$ cat config.mk
export PLATFORM = sky130hd
export DESIGN_NAME = mppt_perturb_observe_duty
export DESIGN_NICKNAME = d
export VERILOG_FILES = /design/src/design/mppt_pkg.sv /design/src/design/mppt_pwr.sv /design/src/design/mppt_perturb_observe_duty.sv
export SDC_FILE = /design/constraint.sdc
export NUM_CORES = 2
export LEC_CHECK = 0
export ABC_CLOCK_PERIOD_IN_PS = 6950
export BUFFER_PORTS_ARGS = -buffer_cell sky130_fd_sc_hd__buf_4
export CAP_MARGIN = 20
export CORE_ASPECT_RATIO = 1.75
export CORE_MARGIN = 8
export CORE_UTILIZATION = 45
export CTS_CLUSTER_DIAMETER = 120
export DETAILED_ROUTE_END_ITERATION = 12
export GPL_ROUTABILITY_DRIVEN = 0
export GPL_TIMING_DRIVEN = 0
export PLACE_DENSITY_LB_ADDON = 0.2
export SYNTH_ARGS = -nofsm -noshare
export SYNTH_HDL_FRONTEND = slang
export SYNTH_SLANG_ARGS = --single-unit
$ cat constraint.sdc
create_clock -name clk -period 6.95 [get_ports clk]
set_input_delay 0 -clock clk [delete_from_list [all_inputs] [get_ports clk]]
set_output_delay 0 -clock clk [all_outputs]
set_load 0.05 [all_outputs]
$ cat src/design/mppt_pkg.sv
// ----------------------------------------------------------------------------
// MPPT duty controller package
// Shared types, command codes, register indexes and power scaling constants.
// ----------------------------------------------------------------------------
`default_nettype none

package mppt_pkg;

  // Command codes carried with each input item.
  typedef enum logic [1:0] {
    CMD_SAMPLE = 2'd0,
    CMD_START  = 2'd1,
    CMD_STOP   = 2'd2
  } cmd_t;

  // Configuration register indexes.
  typedef enum logic [1:0] {
    REG_MAX_VOLTAGE = 2'd0,
    REG_MAX_CURRENT = 2'd1,
    REG_MIN_DUTY    = 2'd2,
    REG_MAX_DUTY    = 2'd3
  } reg_idx_t;

  localparam int unsigned FIELD_W = 16;
  localparam int unsigned POWER_W = 23;
  localparam int unsigned PROD_W  = 32;

  // Unsigned 32-bit divide by 1000: multiply by this reciprocal, shift by 38.
  localparam int unsigned          MAGIC_W   = 29;
  localparam logic [MAGIC_W-1:0]   DIV_MAGIC = 29'd274877907;
  localparam int unsigned          DIV_SHIFT = 38;
  localparam int unsigned          RECIP_W   = PROD_W + MAGIC_W;

  // Signed value wide enough for a 16-bit count stepped by one either way.
  localparam int unsigned STEP_W = FIELD_W + 2;
  typedef logic signed [STEP_W-1:0] step_t;

  // Stage load enables for the power pipeline.
  typedef struct packed {
    logic load_prod;
    logic load_power;
  } pwr_ctl_t;

  // Clamp to [lo, hi]; when lo is above hi, values below lo give lo and all others give hi.
  function automatic logic [FIELD_W-1:0] clamp_count(step_t v, logic [FIELD_W-1:0] lo,
                                                     logic [FIELD_W-1:0] hi);
    step_t lo_s;
    step_t hi_s;
    logic [FIELD_W-1:0] res;
    lo_s = step_t'({2'b00, lo});
    hi_s = step_t'({2'b00, hi});
    if (v < lo_s) begin
      res = lo;
    end else if (v > hi_s) begin
      res = hi;
    end else begin
      res = v[FIELD_W-1:0];
    end
    return res;
  endfunction

endpackage

`default_nettype wire

$ cat src/design/mppt_pwr.sv
// ----------------------------------------------------------------------------
// MPPT power pipeline
// Two registered stages: voltage times current, then divide by 1000.
// ----------------------------------------------------------------------------
`default_nettype none

module mppt_pwr
  import mppt_pkg::*;
(
  input  wire logic               clk,
  input  wire pwr_ctl_t           ctl,
  input  wire logic [FIELD_W-1:0] volt,
  input  wire logic [FIELD_W-1:0] curr,
  output logic      [POWER_W-1:0] power
);

  logic [PROD_W-1:0]  prod_r;
  logic [PROD_W-1:0]  prod_nxt;
  logic [RECIP_W-1:0] recip;
  logic [POWER_W-1:0] power_r;
  logic [POWER_W-1:0] power_nxt;

  // Product in milliwatts times 1000; fits 32 bits for all inputs.
  assign prod_nxt = PROD_W'(volt) * PROD_W'(curr);

  // Reciprocal multiply gives the exact truncated quotient by 1000.
  assign recip     = RECIP_W'(prod_r) * RECIP_W'(DIV_MAGIC);
  assign power_nxt = recip[DIV_SHIFT +: POWER_W];

  always_ff @(posedge clk) begin
    if (ctl.load_prod) begin
      prod_r <= prod_nxt;
    end
    if (ctl.load_power) begin
      power_r <= power_nxt;
    end
  end

  assign power = power_r;

endmodule

`default_nettype wire

$ cat src/design/mppt_perturb_observe_duty.sv
// ----------------------------------------------------------------------------
// Perturb-and-observe MPPT duty controller
// Buck converter PWM compare count control with voltage and current limits.
// ----------------------------------------------------------------------------
// Each input transfer is a command: sample, start or stop, and gives exactly
// one result transfer. The block is a four-stage pipeline (input register,
// 16x16 power multiply, reciprocal divide by 1000, state update into the
// output register), and a new item is accepted every cycle while the output
// side keeps up. Stages with no item collapse, so a stalled output does not
// block the input until the pipeline is full. Configuration writes are taken
// at once and are meant to be issued while no item is in flight; writing a
// duty limit clamps the current count to the new limits immediately.
`default_nettype none

module mppt_perturb_observe_duty
  import mppt_pkg::*;
#(
  parameter int unsigned COUNT_WIDTH = 16
) (
  input  wire logic        clk,
  input  wire logic        rst_n,
  // Input stream
  input  wire logic        in_tvalid,
  output logic             in_tready,
  // Fields from bit 0: volt_mv[15:0], curr_ma[15:0],
  // start_duty_count[15:0].
  input  wire logic [47:0] in_tdata,
  // Fields from bit 0: cmd[1:0].
  input  wire logic [1:0]  in_tuser,
  // Result stream
  output logic             out_tvalid,
  input  wire logic        out_tready,
  // Fields from bit 0: duty_count[15:0], output_enable, voltage_limited,
  // current_limited, step_up, then four zero bits.
  output logic [23:0]      out_tdata,
  // Configuration write port
  input  wire logic        cfg_wr_en,
  input  wire logic [1:0]  cfg_index,
  input  wire logic [15:0] cfg_wdata
);

  localparam logic [FIELD_W-1:0] COUNT_MAX = FIELD_W'((32'd1 << COUNT_WIDTH) - 32'd1);

  // Configuration registers.
  logic [FIELD_W-1:0] max_volt_r;
  logic [FIELD_W-1:0] max_curr_r;
  logic [FIELD_W-1:0] min_duty_r;
  logic [FIELD_W-1:0] max_duty_r;

  // Controller state.
  logic [COUNT_WIDTH-1:0] count_r;
  logic [COUNT_WIDTH-1:0] count_nxt;
  logic                   dir_r;
  logic                   dir_nxt;
  logic [POWER_W-1:0]     prev_power_r;
  logic [POWER_W-1:0]     prev_power_nxt;
  logic                   enable_r;
  logic                   enable_nxt;

  // Pipeline stages.
  logic               a_valid_r;
  logic [1:0]         a_cmd_r;
  logic [FIELD_W-1:0] a_volt_r;
  logic [FIELD_W-1:0] a_curr_r;
  logic [FIELD_W-1:0] a_req_r;

  logic               b_valid_r;
  logic [1:0]         b_cmd_r;
  logic [FIELD_W-1:0] b_req_r;
  logic               b_vlim_r;
  logic               b_ilim_r;

  logic               c_valid_r;
  logic [1:0]         c_cmd_r;
  logic [FIELD_W-1:0] c_req_r;
  logic               c_vlim_r;
  logic               c_ilim_r;

  logic               out_valid_r;
  logic [23:0]        out_data_r;
  logic [23:0]        out_data_nxt;

  logic rdy_a;
  logic rdy_b;
  logic rdy_c;
  logic rdy_d;
  logic retire;

  logic [POWER_W-1:0] power;
  pwr_ctl_t           pwr_ctl;

  logic [FIELD_W-1:0] lo_sat;
  logic [FIELD_W-1:0] hi_sat;
  logic [FIELD_W-1:0] cfg_sat;
  logic [FIELD_W-1:0] count_ext;
  logic [FIELD_W-1:0] clamp_res;
  step_t              step_val;
  logic               vlim_out;
  logic               ilim_out;

  // Stage advance: a stage takes new data when empty or when it moves on.
  // No input transfer is taken while reset is held.
  assign rdy_d     = !out_valid_r || out_tready;
  assign rdy_c     = !c_valid_r || rdy_d;
  assign rdy_b     = !b_valid_r || rdy_c;
  assign rdy_a     = !a_valid_r || rdy_b;
  assign in_tready = rdy_a && rst_n;
  assign retire    = c_valid_r && rdy_d;

  assign pwr_ctl.load_prod  = rdy_b;
  assign pwr_ctl.load_power = rdy_c;

  mppt_pwr u_pwr (
    .clk   (clk),
    .ctl   (pwr_ctl),
    .volt  (a_volt_r),
    .curr  (a_curr_r),
    .power (power)
  );

  // Duty limits saturate to the counter range.
  assign lo_sat    = (min_duty_r > COUNT_MAX) ? COUNT_MAX : min_duty_r;
  assign hi_sat    = (max_duty_r > COUNT_MAX) ? COUNT_MAX : max_duty_r;
  assign cfg_sat   = (cfg_wdata > COUNT_MAX) ? COUNT_MAX : cfg_wdata;
  assign count_ext = FIELD_W'(count_r);

  // Control valid bits.
  always_ff @(posedge clk) begin
    if (!rst_n) begin
      a_valid_r   <= 1'b0;
      b_valid_r   <= 1'b0;
      c_valid_r   <= 1'b0;
      out_valid_r <= 1'b0;
    end else begin
      if (rdy_a) begin
        a_valid_r <= in_tvalid;
      end
      if (rdy_b) begin
        b_valid_r <= a_valid_r;
      end
      if (rdy_c) begin
        c_valid_r <= b_valid_r;
      end
      if (rdy_d) begin
        out_valid_r <= c_valid_r;
      end
    end
  end

  // Pipeline payload; limit compares happen on the way into stage B.
  always_ff @(posedge clk) begin
    if (rdy_a) begin
      a_cmd_r  <= in_tuser;
      a_volt_r <= in_tdata[15:0];
      a_curr_r <= in_tdata[31:16];
      a_req_r  <= in_tdata[47:32];
    end
    if (rdy_b) begin
      b_cmd_r  <= a_cmd_r;
      b_req_r  <= a_req_r;
      b_vlim_r <= a_volt_r > max_volt_r;
      b_ilim_r <= a_curr_r > max_curr_r;
    end
    if (rdy_c) begin
      c_cmd_r  <= b_cmd_r;
      c_req_r  <= b_req_r;
      c_vlim_r <= b_vlim_r;
      c_ilim_r <= b_ilim_r;
    end
    if (rdy_d) begin
      out_data_r <= out_data_nxt;
    end
  end

  // State update for the retiring item, or duty clamp on a limit write.
  always_comb begin
    count_nxt      = count_r;
    dir_nxt        = dir_r;
    prev_power_nxt = prev_power_r;
    enable_nxt     = enable_r;
    vlim_out       = 1'b0;
    ilim_out       = 1'b0;
    step_val       = step_t'({2'b00, count_ext});
    clamp_res      = count_ext;
    if (cfg_wr_en) begin
      unique case (cfg_index)
        REG_MIN_DUTY: clamp_res = clamp_count(step_val, cfg_sat, hi_sat);
        REG_MAX_DUTY: clamp_res = clamp_count(step_val, lo_sat, cfg_sat);
        default:      clamp_res = count_ext;
      endcase
      count_nxt = clamp_res[COUNT_WIDTH-1:0];
    end else if (retire) begin
      case (c_cmd_r)
        CMD_SAMPLE: begin
          prev_power_nxt = power;
          if (c_vlim_r) begin
            vlim_out = 1'b1;
            step_val = step_val - step_t'(1);
          end else if (c_ilim_r) begin
            ilim_out = 1'b1;
            step_val = step_val - step_t'(1);
          end else begin
            if (prev_power_r > power) begin
              dir_nxt = !dir_r;
            end
            step_val = dir_nxt ? (step_val + step_t'(1)) : (step_val - step_t'(1));
          end
          clamp_res = clamp_count(step_val, lo_sat, hi_sat);
          count_nxt = clamp_res[COUNT_WIDTH-1:0];
        end
        CMD_START: begin
          clamp_res  = clamp_count(step_t'({2'b00, c_req_r}), lo_sat, hi_sat);
          count_nxt  = clamp_res[COUNT_WIDTH-1:0];
          enable_nxt = 1'b1;
        end
        CMD_STOP: begin
          enable_nxt = 1'b0;
        end
        default: begin
          count_nxt = count_r;
        end
      endcase
    end
  end

  assign out_data_nxt = {4'b0000, dir_nxt, ilim_out, vlim_out, enable_nxt,
                         FIELD_W'(count_nxt)};

  // Configuration and controller state registers.
  always_ff @(posedge clk) begin
    if (!rst_n) begin
      max_volt_r   <= 16'hFFFF;
      max_curr_r   <= 16'hFFFF;
      min_duty_r   <= 16'd0;
      max_duty_r   <= 16'd480;
      count_r      <= '0;
      dir_r        <= 1'b1;
      prev_power_r <= '0;
      enable_r     <= 1'b0;
    end else begin
      if (cfg_wr_en) begin
        unique case (cfg_index)
          REG_MAX_VOLTAGE: max_volt_r <= cfg_wdata;
          REG_MAX_CURRENT: max_curr_r <= cfg_wdata;
          REG_MIN_DUTY:    min_duty_r <= cfg_wdata;
          REG_MAX_DUTY:    max_duty_r <= cfg_wdata;
          default:         max_volt_r <= max_volt_r;
        endcase
      end
      count_r      <= count_nxt;
      dir_r        <= dir_nxt;
      prev_power_r <= prev_power_nxt;
      enable_r     <= enable_nxt;
    end
  end

  assign out_tvalid = out_valid_r;
  assign out_tdata  = out_data_r;

`ifndef SYNTHESIS
  // With ordered limits the count always sits inside them.
  a_count_in_range: assert property (@(posedge clk) disable iff (!rst_n)
    (lo_sat <= hi_sat) |-> (count_ext >= lo_sat && count_ext <= hi_sat))
    else $error("duty count outside configured limits");

  // Tracking state moves only when an item retires.
  a_state_hold: assert property (@(posedge clk) disable iff (!rst_n)
    (!retire && !cfg_wr_en) |=> ($stable(dir_r) && $stable(prev_power_r)
                                 && $stable(enable_r)))
    else $error("controller state changed without a retiring item");

  // An item in the last stage waits while the output register is held.
  a_stage_hold: assert property (@(posedge clk) disable iff (!rst_n)
    (c_valid_r && !rdy_d) |=> (c_valid_r && $stable(c_cmd_r)))
    else $error("stage C item lost during output stall");

  // Only one limit flag can be reported for an item.
  a_flags_excl: assert property (@(posedge clk) disable iff (!rst_n)
    out_valid_r |-> !(out_data_r[17] && out_data_r[18]))
    else $error("voltage and current limit flags both set");
`endif

endmodule

`default_nettype wire
==> metrics.txt <==
normalized max-slew margin=20.1%; Max Clk Rate=140 MHz; post-DP HPWL=97.9 mm; total core area=83000 um^2; YS warnings=0; Worst Setup End Kind=flip-flop; initial antenna violation count=7; outcome=finished, violations left; area share of and/or/nand/nor cells after synthesis=10.7%; Layout area overhead=15.8%; total number of H-tree levels=1; routed len/inst=23.5 um; HP Class=in2reg; GRT overflow=0; hold slack=0.0836 ns; post-synth top area cell=fa_1; clk buf depth=3; Port Buffers=91; first-pass GRT wire length=191 mm; Final min period=7.16 ns; fillers=7676; Worst setup SP type=flip-flop; worst slew pin tran=~1.2 ns; EDFF count, synth=165; synthesized instance count=between 3000 and 4000; Placed Cells incl. Taps=5109; crit-path max FO=4; clk slew on worst S/H paths=0.07 ns; Synth area leaders=fa_1, ha_1, edfxtp_1; fin cells=5395; clk_skew=about 0.030 ns; global route hottest layer=met2; row count=140; Worst-Skew Late Latency=between 0.6 and 0.7 ns; final core utilization=between 50% and 60%; post-synthesis area per instance=9.52 um^2; Root Buffer=clkbuf_16; post-synthesis compound-gate area fraction=10.2%; grt met1 use=between 20% and 30%; leading cell types in the layout, fill and taps excluded=inv_1, ha_1, fa_1, nand2_1, buf_4; # DRC=0; Fin. Hold Viols=0; Initial Utilization=between 40% and 50%; fin nets=5530; count of cell types in the netlist=75; met3 Usage GRT=5.47%; Inserted Clock Buffers=29; crit path DAT=between 7 and 8 ns; Vias=30100; pre-CTS setup slack=-1.39 ns; sequential area share after synthesis=19.0%; Post-DRT Antenna Nets=0; asr flop ratio synth=0%; Setup-failing EPs final=11; die width=approximately 230 um; CTS tree=yes; largest net degree at the start of global routing=39; initial detailed-routing violation count=around 1800; routed vias/inst=5.59; DIE AREA=around 93000 um^2; WL final=127 mm; fin worst setup slack=-0.205 ns; gr usage total=27.7%; M2 GR Usage=between 40% and 50%; failing checks=negative setup slack; Top FF cell, synth=edfxtp_1; Die Height=around 400 um; largest family of logic cells by synthesized area=adder cells; Clock Sinks=274; slowest CP cell=fa_1; synthesized flop and latch total=274; Adder-Cell Fraction of Synth Area=48.2%; Final period util=103%; CP Data Required Time=between 7 and 8 ns; critical path type=reg2reg; top-area cell type share of the netlist area=26.2%; mux contribution to synthesized area=0.453%; RSZ-0062 raised after global routing=true; xor/xnor share of the synthesized area=1.40%; Largest stage delay, worst path=approximately 0.54 ns; # IOs=99; Synth Cell Area=37600 um^2; first drt pass iteration count=6; vias in the first global route=roughly 32000; most common cell after layout, fill and taps aside=inv_1; Max Slew Vio Count=0; layout cells sized above 1=between 10 and 15%; max_cap viols=0; crit-path most repeated cell=fa_1
per-layer routing:
layer | wire length, um | part of all wire (%)
met5 | 15 | 0.012
met4 | 14100 | 11
met3 | 7770 | 6.1
met2 | 63200 | 50
met1 | 41500 | 33
final timing paths:
path | start | slack (ns) | cells past startpoint | endpoint
max reg2reg | u_pwr.prod_r[17]$_DFFE_PP_ | -0.21 | 28 | u_pwr.power[16]$_DFFE_PP_
min | cfg_index[1] | 0.08 | 5 | max_curr_r[0]$_SDFFE_PN1P_
max | u_pwr.prod_r[17]$_DFFE_PP_ | -0.21 | 28 | u_pwr.power[16]$_DFFE_PP_
min reg2reg | b_req_r[14]$_DFFE_PP_ | 0.41 | 0 | c_req_r[14]$_DFFE_PP_
synth_stat cells (5+ instances only):
cell,number
inv_1,874
ha_1,660
fa_1,492
nand2_1,403
a21oi_1,213
edfxtp_1,165
dfxtp_1,109
and2_1,102
clkbuf_1,93
nor2_1,93
o21ai_0,93
o211ai_1,56
nand3_1,50
nor3_1,47
a21o_1,46
xnor2_1,45
nand4_1,42
o21a_1,33
a211oi_1,29
and3_1,23
nand2b_1,21
mux2i_1,17
xor2_1,15
a31oi_1,13
a21boi_0,12
or3_1,12
nor2b_1,11
a221o_1,9
a221oi_1,9
buf_2,9
o31ai_1,9
o21bai_1,8
a211o_1,7
a311oi_1,7
o221ai_1,7
or2_2,7
buf_4,6
nor3b_1,6
o21ai_1,6
or4_1,6
a2111oi_0,5
and4_1,5
nor4_1,5
o31a_1,5
critical path: cells and delay by family, from the launching register on:
family | cells | cell delay [ns]
flip-flops | 1 | 0.44
XOR/XNOR | 1 | 0.18
AO/OA/AOI/OAI | 8 | 1.45
buffers and inverters | 10 | 0.96
adder cells (fa/ha/maj) | 9 | 3.83
sequential cells by signal, summed over array words and instances, names as in the netlist, 2 cells and up:
register	cells
b_cmd_r	2
c_req_r	16
min_duty_r	16
out_tdata	20
max_curr_r	16
a_req_r	16
u_pwr.power	23
prev_power_r	23
count_ext	16
c_cmd_r	2
u_pwr.prod_r	32
a_cmd_r	2
b_req_r	16
a_volt_r	16
max_duty_r	16
max_volt_r	16
a_curr_r	16
cells by family after synthesis:
kind of cell    Yosys count
simple gates            850
flops                   274
other cells               1
xor+xnor                 60
compound gates          601
buf+inv                 989
mux                      17
fa+ha+maj              1152
final cells by class:
type | count | area (um^2) | area share (%)
clock inverters | 23 | 204 | 0.469
inverters | 877 | 3290 | 7.57
clock buffers | 31 | 733 | 1.69
plain buffers | 111 | 485 | 1.12
well taps | 1065 | 1330 | 3.06
flip-flops and latches | 274 | 7140 | 16.4
repair buffers | 328 | 2850 | 6.55
diodes | 2 | 5.00 | 0.0115
multi-input cells | 2684 | 27500 | 63.1
through the flow:
step           area (um^2)  setup TNS, ns
6_report             43500          -1.27
5_1_grt              43500          -4.57
4_1_cts              42800         -0.586
3_5_place_dp         39700         -23.16
3_3_place_gp         39600         -22.42
2_1_floorplan        37600              0
timing repair:
item,in CTS,in global routing
gates resized for setup,98,93
pin swaps,29,55
hold endpoints to repair,127,0
hold buffers,69,0
setup endpoints to repair,33,35
buffers inserted,118,44
Power is not shown: default switching activity piles up to over one toggle a cycle in this logic, so the estimate is an artifact.
